==> config.mk <==
export PLATFORM = sky130hd
export DESIGN_NAME = button_press_classifier
export DESIGN_NICKNAME = d
export VERILOG_FILES = /design/src/hw/rtl/bpc_pkg.sv /design/src/hw/rtl/button_press_classifier.sv /design/src/hw/rtl/bpc_csr.sv /design/src/hw/rtl/bpc_core.sv
export SDC_FILE = /design/constraint.sdc
export NUM_CORES = 1
export LEC_CHECK = 0
export BUFFER_PORTS_ARGS = -buffer_cell sky130_fd_sc_hd__buf_2
export CORE_MARGIN = 2
export CORE_UTILIZATION = 50
export DETAILED_ROUTE_END_ITERATION = 7
export PLACE_DENSITY = 0.67
export SLEW_MARGIN = 20
export SYNTH_ARGS = -nofsm -noshare
export SYNTH_HDL_FRONTEND = slang
export SYNTH_SLANG_ARGS = --single-unit
==> constraint.sdc <==
create_clock -name clock -period 3.25 [get_ports clock]
set_clock_uncertainty 0.1 [all_clocks]
set_input_delay 0.1625 -clock clock [delete_from_list [all_inputs] [get_ports clock]]
set_output_delay 0.1625 -clock clock [all_outputs]
set_load 0.03 [all_outputs]
==> src/hw/rtl/bpc_pkg.sv <==
// ----------------------------------------------------------------------------
// bpc_pkg
// shared types and constants of the button press classifier
// ----------------------------------------------------------------------------
package bpc_pkg;

   localparam int unsigned CountWidth = 16;
   localparam int unsigned CsrIndexWidth = 2;

   localparam logic [CountWidth-1:0] CountMax = '1;

   // reset values of the configuration registers
   localparam logic [CountWidth-1:0] DebounceReset = 16'd50;
   localparam logic [CountWidth-1:0] LongPressReset = 16'd1000;
   localparam logic [CountWidth-1:0] DoubleWindowReset = 16'd500;
   localparam logic PressedLevelReset = 1'b0;

   typedef enum logic {
      OP_TICK = 1'b0,
      OP_EDGE = 1'b1
   } op_type;

   typedef enum logic [1:0] {
      KIND_SINGLE = 2'd0,
      KIND_DOUBLE = 2'd1,
      KIND_LONG   = 2'd2
   } kind_type;

   typedef enum logic [CsrIndexWidth-1:0] {
      CSR_DEBOUNCE      = 2'd0,
      CSR_LONG_PRESS    = 2'd1,
      CSR_DOUBLE_WINDOW = 2'd2,
      CSR_PRESSED_LEVEL = 2'd3
   } csr_index_type;

   typedef struct packed {
      logic [CountWidth-1:0] debounce_ms;
      logic [CountWidth-1:0] long_press_ms;
      logic [CountWidth-1:0] double_window_ms;
      logic                  pressed_level;
   } cfg_type;

   typedef struct packed {
      op_type op;
      logic   pin_level;
   } item_type;

   typedef struct packed {
      logic     valid;
      kind_type kind;
   } result_type;

   function automatic logic [CountWidth-1:0] sat_inc(input logic [CountWidth-1:0] v);
      sat_inc = (v == CountMax) ? v : v + 1'b1;
   endfunction

endpackage

==> src/hw/rtl/button_press_classifier.sv <==
// ----------------------------------------------------------------------------
// button_press_classifier
// sorts the presses of one button into single, double and long presses
// ----------------------------------------------------------------------------
// usage
//   req_ channel: one transaction per item, req_op selects a one-millisecond
//   tick or a pin edge that carries the sampled req_pin_level
//   rsp_ channel: zero or one transaction per item, rsp_press_kind gives
//   single, double or long press
//   csr_ channel: register writes by index (debounce, long press limit,
//   double-press window, pressed level), always ready, only while idle
// timing
//   an item is held in the input register, is classified there and its
//   press, if any, lands in the output register, which drives rsp_valid;
//   the item moves on only when the output slot is free
//   throughput is one item per cycle while the output slot is free; the
//   output register frees the input side once rsp_ready takes its press
// reset
//   configuration returns to 50 / 1000 / 500 ms and pressed level low, all
//   timers, the tally and the window clear, both channels empty
// stall
//   while a press waits on rsp_ and rsp_ready is low, the input register
//   holds its item and req_ready drops once it is full; nothing is lost
// ----------------------------------------------------------------------------
module button_press_classifier (
   input  logic                              clock,
   input  logic                              reset,
   input  logic                              req_valid,
   output logic                              req_ready,
   input  logic                              req_op,
   input  logic                              req_pin_level,
   output logic                              rsp_valid,
   input  logic                              rsp_ready,
   output logic [1:0]                        rsp_press_kind,
   input  logic                              csr_valid,
   output logic                              csr_ready,
   input  logic [bpc_pkg::CsrIndexWidth-1:0] csr_index,
   input  logic [bpc_pkg::CountWidth-1:0]    csr_data
);
   import bpc_pkg::*;

   // input register
   logic       in_valid_ff, in_valid_in;
   item_type   item_ff, item_in;

   // output register
   logic       out_valid_ff, out_valid_in;
   kind_type   kind_ff, kind_in;

   cfg_type    cfg;
   result_type result;
   logic       out_free;
   logic       advance;
   logic       req_take;

   // configuration registers, no back-pressure
   assign csr_ready = 1'b1;

   bpc_csr u_csr (
      .clock (clock),
      .reset (reset),
      .write (csr_valid),
      .index (csr_index),
      .data  (csr_data),
      .cfg   (cfg)
   );

   // item leaves the input register once the output slot can take a press
   assign out_free = !out_valid_ff || rsp_ready;
   assign advance  = in_valid_ff && out_free;
   assign req_take = req_valid && req_ready;
   assign req_ready = !in_valid_ff || advance;

   bpc_core u_core (
      .clock  (clock),
      .reset  (reset),
      .step   (advance),
      .item   (item_ff),
      .cfg    (cfg),
      .result (result)
   );

   always_comb begin
      in_valid_in = in_valid_ff;
      item_in     = item_ff;
      if (advance) begin
         in_valid_in = 1'b0;
      end
      if (req_take) begin
         in_valid_in = 1'b1;
         item_in.op        = op_type'(req_op);
         item_in.pin_level = req_pin_level;
      end
   end

   always_comb begin
      out_valid_in = out_valid_ff;
      kind_in      = kind_ff;
      if (out_free) begin
         out_valid_in = advance && result.valid;
         kind_in      = result.kind;
      end
   end

   always_ff @(posedge clock) begin
      if (reset) begin
         in_valid_ff  <= 1'b0;
         out_valid_ff <= 1'b0;
      end else begin
         in_valid_ff  <= in_valid_in;
         out_valid_ff <= out_valid_in;
      end
   end

   // payload, no reset
   always_ff @(posedge clock) begin
      item_ff <= item_in;
      kind_ff <= kind_in;
   end

   assign rsp_valid      = out_valid_ff;
   assign rsp_press_kind = kind_ff;

endmodule

==> src/hw/rtl/bpc_csr.sv <==
// ----------------------------------------------------------------------------
// bpc_csr
// configuration registers of the button press classifier
// ----------------------------------------------------------------------------
module bpc_csr (
   input  logic                             clock,
   input  logic                             reset,
   input  logic                             write,
   input  logic [bpc_pkg::CsrIndexWidth-1:0] index,
   input  logic [bpc_pkg::CountWidth-1:0]    data,
   output bpc_pkg::cfg_type                  cfg
);
   import bpc_pkg::*;

   cfg_type cfg_ff;
   cfg_type cfg_in;

   always_comb begin
      cfg_in = cfg_ff;
      if (write) begin
         case (csr_index_type'(index))
            CSR_DEBOUNCE:      cfg_in.debounce_ms = data;
            CSR_LONG_PRESS:    cfg_in.long_press_ms = data;
            CSR_DOUBLE_WINDOW: cfg_in.double_window_ms = data;
            CSR_PRESSED_LEVEL: cfg_in.pressed_level = data[0];
            default:           cfg_in = cfg_ff;
         endcase
      end
   end

   always_ff @(posedge clock) begin
      if (reset) begin
         cfg_ff.debounce_ms      <= DebounceReset;
         cfg_ff.long_press_ms    <= LongPressReset;
         cfg_ff.double_window_ms <= DoubleWindowReset;
         cfg_ff.pressed_level    <= PressedLevelReset;
      end else begin
         cfg_ff <= cfg_in;
      end
   end

   assign cfg = cfg_ff;

endmodule

==> src/hw/rtl/bpc_core.sv <==
// ----------------------------------------------------------------------------
// bpc_core
// timing state and press classification, one transaction per step
// ----------------------------------------------------------------------------
module bpc_core (
   input  logic                clock,
   input  logic                reset,
   input  logic                step,
   input  bpc_pkg::item_type   item,
   input  bpc_pkg::cfg_type    cfg,
   output bpc_pkg::result_type result
);
   import bpc_pkg::*;

   logic [CountWidth-1:0] since_event_ff, since_event_in;
   logic [CountWidth-1:0] since_press_ff, since_press_in;
   logic [CountWidth-1:0] window_left_ff, window_left_in;
   logic                  tally_ff, tally_in;
   logic                  window_open_ff, window_open_in;
   result_type            res;

   always_comb begin
      since_event_in = since_event_ff;
      since_press_in = since_press_ff;
      window_left_in = window_left_ff;
      tally_in       = tally_ff;
      window_open_in = window_open_ff;
      res.valid      = 1'b0;
      res.kind       = KIND_SINGLE;

      if (item.op == OP_TICK) begin
         since_event_in = sat_inc(since_event_ff);
         since_press_in = sat_inc(since_press_ff);
         if (window_open_ff) begin
            // window ran out: lone press
            if (window_left_ff <= CountWidth'(1)) begin
               window_left_in = '0;
               window_open_in = 1'b0;
               tally_in       = 1'b0;
               res.valid      = 1'b1;
               res.kind       = KIND_SINGLE;
            end else begin
               window_left_in = window_left_ff - 1'b1;
            end
         end
      end else if (since_event_ff >= cfg.debounce_ms) begin
         since_event_in = '0;
         if (item.pin_level == cfg.pressed_level) begin
            since_press_in = '0;
         end else if (since_press_ff > cfg.long_press_ms) begin
            // long hold clears the tally but leaves the window running
            tally_in  = 1'b0;
            res.valid = 1'b1;
            res.kind  = KIND_LONG;
         end else if (tally_ff) begin
            tally_in       = 1'b0;
            window_open_in = 1'b0;
            window_left_in = '0;
            res.valid      = 1'b1;
            res.kind       = KIND_DOUBLE;
         end else begin
            tally_in       = 1'b1;
            window_left_in = cfg.double_window_ms;
            window_open_in = 1'b1;
         end
      end
   end

   always_ff @(posedge clock) begin
      if (reset) begin
         since_event_ff <= '0;
         since_press_ff <= '0;
         window_left_ff <= '0;
         tally_ff       <= 1'b0;
         window_open_ff <= 1'b0;
      end else if (step) begin
         since_event_ff <= since_event_in;
         since_press_ff <= since_press_in;
         window_left_ff <= window_left_in;
         tally_ff       <= tally_in;
         window_open_ff <= window_open_in;
      end
   end

   assign result = res;

endmodule
; ---- Yosys cells after proc, flatten, opt, wreduce, memory -nomap -nowiden
; Cells that the tools add are included.
[totals]
ff_bits = 105
latch_bits = 0
ram_bits = 0
rom_bits = 0
inputBits = 25
word_cells = 88
n_memories = 0
[classes]
addsub = 3
n_mul = 0
div = 0
n_lt_le_gt_ge = 3
n_eq_ne = 12
shifts = 0
mux = 36
bitwise = 0
n_reduce_logical = 20
[op_table]
columns = op, count
row1 = $mux 16, 14
row2 = $add 16x1->16 const B, 2
row3 = $eq 16x16->1 const B, 2
row4 = $mux 3, 7
row5 = $ge 16x16->1, 1
row6 = $gt 16x16->1, 1
row7 = $le 16x1->1 const B, 1
row8 = $sub 16x1->16 const B, 1
row9 = $mux 1, 15
row10 = $reduce_and 5->1, 2
row11 = $ne 2x2->1 const B, 4
row12 = $reduce_and 2->1, 4
row13 = $reduce_and 4->1, 2
row14 = $reduce_bool 2->1, 3
row15 = $eq 2x2->1 const B, 2
row16 = $ne 2x1->1 const B, 2
row17 = $logic_and 1x1->1, 3
row18 = $reduce_and 3->1, 1
row19 = $eq 2x1->1 const B, 1
row20 = $logic_not 1->1, 2
row21 = $logic_not 2->1, 1
row22 = $logic_or 1x1->1, 2
row23 = $eq 1x1->1, 1

; ---- Logic depth before layout (Yosys ltp)
[logic_depth]
word_depth = 6
depth_mapped = 11
mapped_depth_nobuf = 8

; ---- Cells and area by module
; A second synthesis with hierarchy kept.
[unflattened]
hier_cells = 688
hier_area_um2 = 6069.6
[modules_own_cells]
columns = mod, n_inst, cells_each, area_per_inst_um2
row1 = bpc_core, 1, 481, 3870.0
row2 = bpc_csr, 1, 191, 1984.4
row3 = button_press_classifier, 1, 16, 215.2

; ---- Least setup slack after synthesis
; No wires, ideal clock.
[synth_path]
path_kind = reg-to-reg
start = register u_csr.cfg_ff (netlist bit u_csr.cfg[30])
end = register u_core.window_left_ff[1]
setup_time_ns = 0.121
arrival_time_ns = 2.175
t_required_ns = 3.029
setup_slack_ns = 0.855
stages_incl_launch_ff = 10
n_path_buf = 1
path_cell_list = dfxtp_1 > inv_1 > ha_1 > nand4_1 > nor3_1 > or4_1 > o21a_1 > o31a_1 > buf_6 > mux2_2
[synth_via]
elab_chain_len = 3
[synth_rtl]
columns = element, line
row1 = "start, declared", bpc_csr.sv:15  ; cfg_type cfg_ff;
row2 = "start signal, assigned", bpc_csr.sv:38  ; cfg_ff <= cfg_in;
row3 = $gt 16x16->1, bpc_core.sv:50  ; end else if (since_press_ff > cfg.long_press_ms) begin
row4 = $ne 2x2->1 (no line), -
row5 = $reduce_and 5->1 (no line), -
row6 = "end signal, assigned", bpc_core.sv:79  ; window_left_ff <= window_left_in;
row7 = "end, declared", bpc_core.sv:17  ; logic [CountWidth-1:0] window_left_ff, window_left_in;
; No other way between the ends.
; A chain may end at the register's enable or synchronous reset.

; ---- Worst setup path after layout
[layout_path]
start = register u_core.since_event_ff[0]
end = register u_core.window_left_ff[15]
[layout_via]
elab_chain_len = 3
[layout_rtl]
columns = element, line
row1 = "start, declared", bpc_core.sv:15  ; logic [CountWidth-1:0] since_event_ff, since_event_in;
row2 = "start signal, assigned", bpc_core.sv:77  ; since_event_ff <= since_event_in;
row3 = $ge 16x16->1, bpc_core.sv:46  ; end else if (since_event_ff >= cfg.debounce_ms) begin
row4 = $ne 2x1->1 (no line), -
row5 = $reduce_and 5->1 (no line), -
; No other way between the ends.

==> PnR_summary.wiki <==
{| class="wikitable"
! Metric !! Value
|-
| Main synth FF type || sky130_fd_sc_hd__dfxtp_1
|-
| Post-synthesis compound-gate area fraction || 20.68%
|-
| Actual slew at the worst max-slew pin || 0.9771 ns
|-
| Via count || 5482
|-
| Hold Fails Final Rpt || 0
|-
| Clock transition at path regs || 0.07 ns
|-
| Cell area after technology mapping || 5783 µm²
|-
| Fraction of layout cells with a size suffix above 1 || 10.34%
|-
| Worst slack at placement || 0.4944 ns
|-
| Post-synthesis mux area share || 1.666%
|-
| Maximum resistive drop on vdd || 218.2 µV
|-
| Required time worst endpoint || 3.43 ns
|-
| Total I/O pin count || 30
|-
| Max-cap viol count || 0
|-
| Die outline width || 111.5 µm
|-
| CTS tree || yes
|-
| Layout Area Growth over Synthesis || 12.07%
|-
| Drt initial violations || 344
|-
| Internal power of the cells || 0.001924 W
|-
| Net count of the mapped netlist || 791
|-
| Last weighted congestion value of the routability-driven placer || 0.8842
|-
| First-pass GRT wire length || 25690 µm
|-
| Filler cell count || 1020
|-
| Sequential cell fraction of total power || 51.8%
|-
| Slew margin rel. || 34.62%
|-
| Clock buffers created by TritonCTS || 9
|-
| # clock sinks || 105
|-
| Sequential fraction of the synthesis area || 37.04%
|-
| Share of synthesized cell area in full adder, half adder and majority cells || 7.789%
|-
| Synth top area share || 34.96%
|-
| Switching power || 0.0006677 W
|-
| Run status || completed
|-
| Latest clock arrival within the worst-skew pair || 0.35 ns
|-
| Crit-path max FO || 11
|-
| Die outline area || 12440 µm²
|-
| Wire length reported by the detailed router || 15430 µm
|-
| Port buffer count || 28
|-
| Clock group share of total power || 39.2%
|-
| Clock Path Buffers || 2
|-
| DRT Pass-1 Iters || 6
|-
| Final-layout setup total negative slack || 0 ns
|-
| Final number of setup-violating endpoints || 0
|-
| Total of warnings raised by yosys || 0
|-
| Final-stage net count || 820
|-
| Via count normalized by instance count || 6.044
|-
| Via count of the first global-routing pass || 5187
|-
| Number of diodes added for antenna fixing || 0
|-
| Top post-synthesis cells by area || sky130_fd_sc_hd__dfxtp_1 35%, sky130_fd_sc_hd__nand2_1 8.9%, sky130_fd_sc_hd__ha_1 7.8%
|-
| Height of the die || 111.5 µm
|-
| Path type of the worst min-delay path || input pin to flip-flop
|-
| Number of gates given a new drive strength after cts || 0
|-
| Post-Synth Simple-Gate Area || 25.88%
|-
| Sw frac || 25.76%
|-
| Critical Path End Type || flip-flop
|-
| HPWL after detailed placement || 11210 µm
|-
| Area of the core region || 11370 µm²
|-
| CTS root buffer || sky130_fd_sc_hd__clkbuf_16
|-
| Number of levels the H-tree was split into || 3
|-
| Post-route DRC violation count || 0
|-
| Dominant combinational cell family by area after synthesis || simple AND/OR/NAND/NOR gates
|-
| Distinct cell type count after synthesis || 64
|-
| Critical path startpoint || u_core.since_event_ff[0]
|-
| Starting Density || 50.86%
|-
| Proportion of power drawn by combinational gates || 8.9%
|-
| Top-count cell post-synth || sky130_fd_sc_hd__nand2_1
|-
| Commonest cells in the synthesized netlist || 137 x sky130_fd_sc_hd__nand2_1, 101 x sky130_fd_sc_hd__dfxtp_1, 82 x sky130_fd_sc_hd__a21oi_1, 42 x sky130_fd_sc_hd__inv_1, 36 x sky130_fd_sc_hd__ha_1
|-
| Fin worst setup slack || 0.4471 ns
|-
| Number of antenna violations at the first check in global routing || 0
|-
| Syn Inst Count || 730
|-
| Count of flip-flops with a built-in enable after synthesis || 4
|-
| Launching point of the worst reg2reg path || u_core.since_event_ff[0]
|-
| Total leakage power || 2.428 nW
|-
| CP startpoint kind || flip-flop
|-
| Start point of the worst hold path || csr_data[14]
|-
| Count of antenna-violating nets left after detailed routing || 0
|-
| WL per Instance || 17.02 µm
|-
| # rows || 39
|-
| Number of synthesized register bits || 105
|-
| Total congestion overflow after global routing || 0
|-
| Final Max Slew Viols || 0
|-
| WP data arrival || 2.98 ns
|-
| FFs w/ async S/R, synth || 0%
|-
| Power per cell area || 399.9 nW/µm²
|-
| Share of the synthesized netlist area taken by xor and xnor gates || 0.7572%
|-
| Type of the setup path with the least slack || flip-flop to flip-flop
|-
| Syn Area/Cell || 7.922 µm²
|-
| Timing-limited maximum frequency || 356.8 MHz
|-
| Buffers inserted during post-CTS setup optimization || 0
|-
| Shortest clock period the worst path allows after layout || 2.803 ns
|-
| Overall Global Routing Usage || 25.51%
|-
| Largest net degree at the start of global routing || 56
|-
| Unrepaired setup endpoints after global routing || no
|-
| Dominant cell type by area after synthesis || sky130_fd_sc_hd__dfxtp_1
|-
| Part of the cycle the worst path needs || 86.24%
|}
## final timing paths
kind                                    end  slack [ns]  depth (start not counted)
setup / recovery  u_core.window_left_ff[15]        0.45                          9
hold / removal                u_csr.cfg[15]        0.02                          3
setup reg to reg  u_core.window_left_ff[15]        0.45                          9
hold reg to reg               u_csr.cfg[46]        0.35                          2
## stage by stage
stage	area, µm²	hold WS [ns]	utilization [%]	power (W)	instances
2_1_floorplan	5783	0.1614	-	0.001506	730
3_3_place_gp	6007	0.2399	52.83	0.001576	873
3_5_place_dp	6007	0.2425	52.83	0.001583	873
4_1_cts	6459	0.003900	56.81	0.002605	907
5_1_grt	6481	0.02270	57.00	0.002697	907
6_report	6481	0.01509	57.00	0.002592	907
## kinds of logic (layout without fill, tap and decap cells)
logic type / after synthesis / in the layout
AND/OR/NAND/NOR: 303 / 303
other: 1 / 1
adder cells (fa/ha/maj): 36 / 36
AO/OA/AOI/OAI: 189 / 189
multiplexers: 9 / 9
buffers and inverters: 82 / 116
flip-flops: 105 / 105
XOR/XNOR: 5 / 5
## metal layers
layer	up-vias	global-route usage, %	part of all wire, %	routed length [µm]
met5	-	0	0	0
met4	0	10.45	2.6	394
met3	31	4.192	5.5	842
met2	158	42.15	47	7330
met1	2588	33.31	44	6865
li1	2705	-	-	-
## worst max-delay path, stage by stage, from the launching register on
cell,delay [ns]
sky130_fd_sc_hd__dfxtp_1,0.41
sky130_fd_sc_hd__inv_1,0.09
sky130_fd_sc_hd__ha_1,0.28
sky130_fd_sc_hd__nor3b_1,0.17
sky130_fd_sc_hd__o21ai_0,0.14
sky130_fd_sc_hd__a31o_2,0.29
sky130_fd_sc_hd__o211ai_1,0.39
sky130_fd_sc_hd__o31a_1,0.39
sky130_fd_sc_hd__buf_4,0.27
sky130_fd_sc_hd__mux2i_1,0.21
## state kept, by name, indices dropped and copies added (netlist names)
| signal | count |
|---|---|
| u_core.window_left_ff | 16 |
| item_ff | 2 |
| u_core.since_event_ff | 16 |
| u_core.tally_ff | 1 |
| rsp_valid | 1 |
| u_core.window_open_ff | 1 |
| in_valid_ff | 1 |
| rsp_press_kind | 2 |
| u_core.since_press_ff | 16 |
| u_csr.cfg | 49 |
## layout make-up
| type | count | area [µm²] | area share [%] |
|---|---|---|---|
| well taps | 143 | 178.9 | 2.761 |
| inverters | 43 | 161.4 | 2.490 |
| repair buffers | 57 | 402.9 | 6.216 |
| clock inverters | 6 | 42.54 | 0.6564 |
| multi-input cells | 543 | 3324 | 51.29 |
| flip-flops and latches | 105 | 2142 | 33.05 |
| clock buffers | 10 | 229.0 | 3.533 |
## power by group through the flow
| stage | Combinational, W | Clock, W | Sequential [W] |
|---|---|---|---|
| final | 0.000232 | 0.00102 | 0.00134 |
| after global routing | 0.000258 | 0.00109 | 0.00135 |
| after floorplan | 0.000142 | 0 | 0.00136 |
| after global placement | 0.000204 | 0 | 0.00137 |
| after detailed placement | 0.000210 | 0 | 0.00137 |
| after CTS | 0.000227 | 0.00104 | 0.00134 |
## cell usage in the layout (no fill, tap or decap), types with 3 or more instances in the layout
cell type / netlist / final
sky130_fd_sc_hd__nand2_1: 137 / 137
sky130_fd_sc_hd__or2_2: 3 / 3
sky130_fd_sc_hd__xor2_1: 3 / 3
sky130_fd_sc_hd__inv_1: 42 / 42
sky130_fd_sc_hd__o21a_1: 3 / 3
sky130_fd_sc_hd__o31ai_1: 21 / 20
sky130_fd_sc_hd__dlygate4sd3_1: 0 / 18
sky130_fd_sc_hd__and4_1: 4 / 4
sky130_fd_sc_hd__clkbuf_16: 0 / 9
sky130_fd_sc_hd__nor2b_1: 6 / 6
sky130_fd_sc_hd__nor2_1: 31 / 31
sky130_fd_sc_hd__a21oi_1: 82 / 82
sky130_fd_sc_hd__o41ai_1: 7 / 7
sky130_fd_sc_hd__nand3b_1: 5 / 5
sky130_fd_sc_hd__mux2i_1: 4 / 4
sky130_fd_sc_hd__and2_1: 4 / 4
sky130_fd_sc_hd__nand3_1: 29 / 29
sky130_fd_sc_hd__dfxtp_1: 101 / 101
sky130_fd_sc_hd__buf_2: 10 / 28
sky130_fd_sc_hd__buf_4: 1 / 11
sky130_fd_sc_hd__and3_1: 7 / 7
sky130_fd_sc_hd__mux2_2: 5 / 5
sky130_fd_sc_hd__or3_1: 15 / 15
sky130_fd_sc_hd__o32ai_1: 7 / 7
sky130_fd_sc_hd__nor3_1: 11 / 10
sky130_fd_sc_hd__nand4_1: 17 / 17
sky130_fd_sc_hd__ha_1: 36 / 36
sky130_fd_sc_hd__or4_1: 19 / 19
sky130_fd_sc_hd__o21ai_0: 25 / 25
sky130_fd_sc_hd__o311ai_0: 3 / 3
sky130_fd_sc_hd__o211ai_1: 13 / 13
sky130_fd_sc_hd__nor4_1: 3 / 3
sky130_fd_sc_hd__a31oi_1: 4 / 4
sky130_fd_sc_hd__edfxtp_1: 4 / 4
sky130_fd_sc_hd__a22oi_1: 5 / 5
## repair_timing
item,in CTS,in global routing
hold buffers,18,0
endpoints found under the hold margin,38,0
setup endpoints to repair,0,0
No activity file was read; power rests on OpenSTA's default activity.
